`src/hdl/sfa_pkg.sv`:
```
`timescale 1ns / 1ps
`default_nettype none
// ----------------------------------------------------------------------------
// Smallest free ID allocator package
// Shared widths, limits, transfer structs and the sequencer state type for
// the smallest free identifier allocator.
// ----------------------------------------------------------------------------
package sfa_pkg;

	// Largest identifier the allocator hands out.
	localparam int unsigned MAX_VALUE  = 1023;
	// Width of one identifier and of a heap index.
	localparam int unsigned ID_W       = 10;
	// Width of the fresh counter, which must hold MAX_VALUE + 1.
	localparam int unsigned CNT_W      = 11;
	// Heap entries and membership bits.
	localparam int unsigned HEAP_DEPTH = MAX_VALUE;
	localparam int unsigned MB_DEPTH   = 2 ** ID_W;

	localparam logic [CNT_W-1:0] FRESH_RESET = CNT_W'(1);
	localparam logic [CNT_W-1:0] FRESH_LIMIT = CNT_W'(MAX_VALUE);
	localparam logic [CNT_W-1:0] FRESH_SAT   = CNT_W'(MAX_VALUE + 1);

	// Request kinds.
	localparam logic FUNC_POP  = 1'b0;
	localparam logic FUNC_GIVE = 1'b1;

	// One request transfer.
	typedef struct packed {
		logic            func;
		logic [ID_W-1:0] num;
	} sfa_req_t;

	// One result transfer.
	typedef struct packed {
		logic [ID_W-1:0] value;
		logic            exhausted;
	} sfa_rsp_t;

	// Access controls from the sequencer to the storage.
	typedef struct packed {
		logic            heap_we;
		logic [ID_W-1:0] heap_waddr;
		logic [ID_W-1:0] heap_wdata;
		logic [ID_W-1:0] heap_raddr;
		logic            mb_we;
		logic [ID_W-1:0] mb_waddr;
		logic            mb_wdata;
		logic [ID_W-1:0] mb_raddr;
	} sfa_mem_req_t;

	// Registered read data and status from the storage.
	typedef struct packed {
		logic [ID_W-1:0] heap_rdata;
		logic            mb_rdata;
		logic            clr_busy;
	} sfa_mem_rsp_t;

	// Sequencer states.
	typedef enum logic [3:0] {
		ST_IDLE,
		ST_GB_CHK,
		ST_UP_RD,
		ST_UP_CMP,
		ST_POP_TOP,
		ST_POP_LAST,
		ST_DN_L,
		ST_DN_R,
		ST_DN_CMP
	} sfa_state_t;

endpackage
`default_nettype wire

```
`src/hdl/sfa_cmp.sv`:
```
`timescale 1ns / 1ps
`default_nettype none
// ----------------------------------------------------------------------------
// Shared magnitude comparator
// The single compare unit that the sequencer steers through every range
// check and every heap key compare.
// ----------------------------------------------------------------------------
module sfa_cmp
	import sfa_pkg::*;
(
	input  wire logic [CNT_W-1:0] a,
	input  wire logic [CNT_W-1:0] b,
	output logic                  lt
);

	// Unsigned less-than.
	always_comb begin
		lt = (a < b);
	end

endmodule
`default_nettype wire

```
`config.mk`:
```
export PLATFORM = sky130hd
export DESIGN_NAME = sfa_cmp
export DESIGN_NICKNAME = d
export VERILOG_FILES = /design/src/hdl/sfa_pkg.sv /design/src/hdl/sfa_cmp.sv
export SDC_FILE = /design/constraint.sdc
export NUM_CORES = 1
export LEC_CHECK = 0
export BUFFER_PORTS_ARGS = -buffer_cell sky130_fd_sc_hd__buf_2
export CORE_AREA = 2 2 39 41
export DETAILED_ROUTE_END_ITERATION = 8
export DIE_AREA = 0 0 41 43
export SYNTH_ARGS = -nofsm -noshare
export SYNTH_HDL_FRONTEND = slang
export SYNTH_SLANG_ARGS = --single-unit
```
`constraint.sdc`:
```
create_clock -name vclk -period 3.3
set_clock_uncertainty 0.2 [all_clocks]
set_input_delay 0.165 -clock vclk [all_inputs]
set_output_delay 0.165 -clock vclk [all_outputs]
set_load 0.02 [all_outputs]
```
==> out/results.txt, run 1 <==
Initial Utilization: 17.7%
# DRC: 0
Tot Pwr: 0.0406 mW
Setup TNS: 0 ns
cells taking the most area after synthesis: ha_1 (51%), inv_1 (15%), a21oi_1 (6.1%), nor2b_1 (5.1%), o311a_1 (4.1%)
final-report hold violation count: 0
Tcrit/Tclk final: 51.3%
post-synth top area share: 51.0%
Ports: 23
total core area: 1380 sq um
via count: 306
global-route wire length before repair: 855 um
FMAX: 591 MHz
postcts setup bufs: 0
synthesized instance count: 35
Starting DRT DRC Count: 0
max-cap viol count: 0
Reg area: 0 sq um
routability cong.: 0.673
critical path class: in -> out
largest net degree at the start of global routing: 3
Worst-Margin Slew: 0.184 ns
IO buf count: 23
routed vias/inst: 4.14
status: finished, final reports clean
sequential area share after synthesis: 0%
CP Capture Type: output pin
PwrDens: 107 nW/um^2
Clock power frac: 0%
P_sw: 0.0184 mW
Tmin final: 1.69 ns
most frequent cells after synthesis: ha_1 (10), inv_1 (10), a21oi_1 (3)
P_leak: 0.251 nW
DRT antenna net count: 0
Synthesis Warnings: 0
Post-CTS Hold Fix Bufs: 0
switching power share of the total: 45.2%
GR Util met1: 8.23%
Post-Syn Area: 245 sq um
initial antenna violation count: 0
total global routing overflow: 0
Die Span X: 41 um
cell area after placement: 380 sq um
post-CTS sizing: 0
tightest hold margin: 0.642 ns
Synth Net Count: 67
Final Cell Area: 380 sq um
RSZ-0062 raised after global routing: no
Req. time, crit path: 2.93 ns
Min-Delay Path Class: in -> out
vias in the first global route: 265
Area Growth Syn to Fin: 55.1%
Max FO, Critical Path: 2
Avg Cell Area, Syn: 7.01 sq um
layout clock buffer count: 0
CP startpoint kind: primary input
Final setup viols: 0
GR met2 Demand/Resource: 11.3%
Gate power share: 100.0%
Yosys cell types: 12
GRT Util Overall: 6.29%
Die ar.: 1760 sq um
Worst Path Arrival: 1.33 ns
met3 usage: 0.524%
post-synth top area cell: ha_1
fin. max-slew vios: 0
Die Y: 43 um
Layout Nets: 92
diodes inserted: 0
Reg power frac: 0%
Std-Cell Rows: 14
WL final: 484 um
Max-slew headroom: 87.6%
Avg WL per Cell: 6.54 um
share of cells above drive strength 1: 39.7%
GRT Max-Usage Layer: met2
Seq cells: 0
internal power: 0.0223 mW
DRT Pass-1 Iters: 1
peak supply drop: 0.0323 mV
-- final cells by class --
cell class	instances	area (sq um)
fillers	161	1000
multi-input cells	25	208
repair buffers	23	115
inverters	10	37.5
well taps	16	20.0
-- path summary, 6_finish.rpt --
path | startpoint | endpoint | slack, ns | depth (start not counted)
setup / recovery | a[2] | lt | 1.61 | 7
hold / removal | a[10] | lt | 0.64 | 5
-- worst max-delay path, stage by stage --
cell,delay (ns)
buf_2,0.10
ha_1,0.29
a21oi_1,0.15
o21ai_1,0.07
a31oi_1,0.20
o311a_1,0.19
buf_2,0.16
-- power by group through the flow --
stage | sequential, mW | combinational, mW | clock, mW
after floorplan | 0 | 0.0231 | 0
after global routing | 0 | 0.0484 | 0
after CTS | 0 | 0.0416 | 0
after global placement | 0 | 0.0405 | 0
final | 0 | 0.0406 | 0
after detailed placement | 0 | 0.0414 | 0
-- cells by family after synthesis --
group           count (synthesis)  share of synthesized area, %
compound gates                  8                          19.9
buf+inv                        10                          15.3
fa+ha+maj                      10                          51.0
simple gates                    7                          13.8
-- cells in the final DEF, fill, tap and decap left out, drive strengths merged --
cell type and count:
buf 23, inv 10, ha 10, a21oi 3, nor2b 2, nand2 2
nor2 2, o21ai 2, nand4 1, a21o 1, a31oi 1, o311a 1
-- per-layer routing --
metal  up-vias  routed length, um
met2        15                235
met3         0                 54
met1       126                194
met5         -                  0
met4         0                  0
li1        165                  -
-- per-stage QoR --
step / util (%) / cells / setup slack, ns
4_1_cts: 27.5 / 74 / 1.61
5_1_grt: 27.5 / 74 / 1.48
3_5_place_dp: 27.5 / 74 / 1.61
2_1_floorplan: - / 35 / 1.84
3_3_place_gp: 27.5 / 74 / 1.63
6_report: 27.5 / 74 / 1.61
No activity file was read; power rests on OpenSTA's default activity.
==> inputs of run 2 (changes only) <==
==> constraint.sdc (replaced) <==
create_clock -name vclk -period 1.55
set_clock_uncertainty 0.2 [all_clocks]
set_input_delay 0.0775 -clock vclk [all_inputs]
set_output_delay 0.0775 -clock vclk [all_outputs]
set_load 0.02 [all_outputs]
==> run 2 against run 1 <==
  * Setup slack worse by 1.5 ns
  * Clock-buffer cell count unchanged
  * Critical path depth unchanged
  * Critical path type unchanged
  * Critical endpoint unchanged
==> out/results.txt, run 2 (synthesis results as in run 1) <==
P_leak: 0.253 nW (was 0.251 nW)
CP cell instances: buf_2 > ha_4 > nand2_1 > o21ai_1 > a31oi_1 > o311a_1 > buf_6 (was buf_2 > ha_1 > a21oi_1 > o21ai_1 > a31oi_1 > o311a_1 > buf_2)
FMAX: 686 MHz
Tcrit/Tclk final: 94.0%
final-report hold violation count: 0 (unchanged)
tightest hold margin: 0.459 ns (was 0.642 ns)
Worst Path Arrival: 1.18 ns (was 1.33 ns)
Max FO, Critical Path: 2 (unchanged)
Seq cells: 0 (unchanged)
share of cells above drive strength 1: 44.8% (was 39.7%)
final worst-path setup slack: 0.0927 ns (was 1.61 ns)
Die Span X: 41 um (unchanged)
status: finished, final reports clean (unchanged)
Layout Nets: 92 (unchanged)
routed vias/inst: 4.15 (was 4.14)
Post-CTS Hold Fix Bufs: 0 (unchanged)
Avg WL per Cell: 6.96 um (was 6.54 um)
total global routing overflow: 0 (unchanged)
total core area: 1380 sq um (unchanged)
Final setup viols: 0 (unchanged)
Req. time, crit path: 1.27 ns (was 2.93 ns)
# DRC: 0 (unchanged)
Tot Pwr: 0.0977 mW (was 0.0406 mW)
routability cong.: 0.673 (unchanged)
Starting DRT DRC Count: 0 (unchanged)
Tmin final: 1.46 ns
Die Y: 43 um (unchanged)
PwrDens: 243 nW/um^2 (was 107 nW/um^2)
Die ar.: 1760 sq um (unchanged)
CP Capture Type: output pin (unchanged)
post-CTS sizing: 0 (unchanged)
IO buf count: 23 (unchanged)
commonest non-fill, non-tap cell in the layout: buf_2 (unchanged)
WL final: 515 um (was 484 um)
diodes inserted: 0 (unchanged)
Slowest-stage cell, CP: o311a_1 (was ha_1)
largest net degree at the start of global routing: 3 (unchanged)
DRT Pass-1 Iters: 1 (unchanged)
max-cap viol count: 0 (unchanged)
GRT Max-Usage Layer: met2 (unchanged)
via count: 307 (was 306)
vias in the first global route: 265 (unchanged)
RSZ-0062 raised after global routing: no (unchanged)
DRT antenna net count: 0 (unchanged)
Min-Delay Path Class: in -> out (unchanged)
Ports: 23 (unchanged)
met3 usage: 0.524% (unchanged)
CP top delay family: compound AO/OA/AOI/OAI gates (unchanged)
postcts setup bufs: 0 (unchanged)
Area Growth Syn to Fin: 64.3% (was 55.1%)
largest stage delay on the critical path: 0.32 ns (was 0.29 ns)
# fillers: 157 (was 161)
pre-CTS setup slack: 0.0363 ns (was 1.61 ns)
initial antenna violation count: 0 (unchanged)
Reg area: 0 sq um (unchanged)
layout clock buffer count: 0 (unchanged)
global-route wire length before repair: 855 um (unchanged)
GR Util met1: 8.23% (unchanged)
Std-Cell Rows: 14 (unchanged)
fin. max-slew vios: 0 (unchanged)
Initial Utilization: 17.7% (unchanged)
CP bufs+invs: 2 (unchanged)
critical path class: in -> out (unchanged)
peak supply drop: 0.0758 mV (was 0.0323 mV)
Max-slew headroom: 87.5% (was 87.6%)
CP startpoint kind: primary input (unchanged)
GR met2 Demand/Resource: 11.3% (unchanged)
Worst-Margin Slew: 0.187 ns (was 0.184 ns)
GRT Util Overall: 6.29% (unchanged)
Setup TNS: 0 ns (unchanged)
commonest cells after routing, fill and taps aside: buf_2 (22), inv_1 (9), ha_1 (9) (was buf_2 (23), inv_1 (10), ha_1 (10), a21oi_1 (3))
==> run 2: cell counts in the layout (fill, tap and decap cells not counted) <==
Identical to the previous run, type by type.
==> run 2: layout make-up <==
class	instances	area (sq um)	area share (%)
Inverter	10	37.5	9.32
Tap cell	16	20.0	4.97
Multi-Input combinational cell	25	224	55.6
Timing Repair Buffer	23	121	30.1
==> run 2: stage by stage <==
| stage | instance area (sq um) | utilization [%] | instances |
|---|---|---|---|
| 6_report | 403 | 29.1 | 74 |
| 5_1_grt | 403 | 29.1 | 74 |
| 3_5_place_dp | 380 | 27.5 | 74 |
| 3_3_place_gp | 380 | 27.5 | 74 |
| 2_1_floorplan | 245 | - | 35 |
| 4_1_cts | 380 | 27.5 | 74 |
==> run 2: final timing paths <==
check | startpoint | end | slack [ns] | cells past startpoint
worst min-delay path | a[10] | lt | 0.46 | 5
worst max-delay path | a[2] | lt | 0.09 | 7
==> run 2: metal layers <==
| layer | vias to the layer above | wire [um] |
|---|---|---|
| met5 | - | 0 |
| met4 | 0 | 0 |
| li1 | 165 | - |
| met1 | 127 | 202 |
| met3 | 0 | 57 |
| met2 | 15 | 255 |
==> run 2: power breakdown <==
part           internal (mW)  leakage, nW  switching [mW]
registers                  0            0               0
logic                 0.0548        0.253          0.0429
clock network              0            0               0
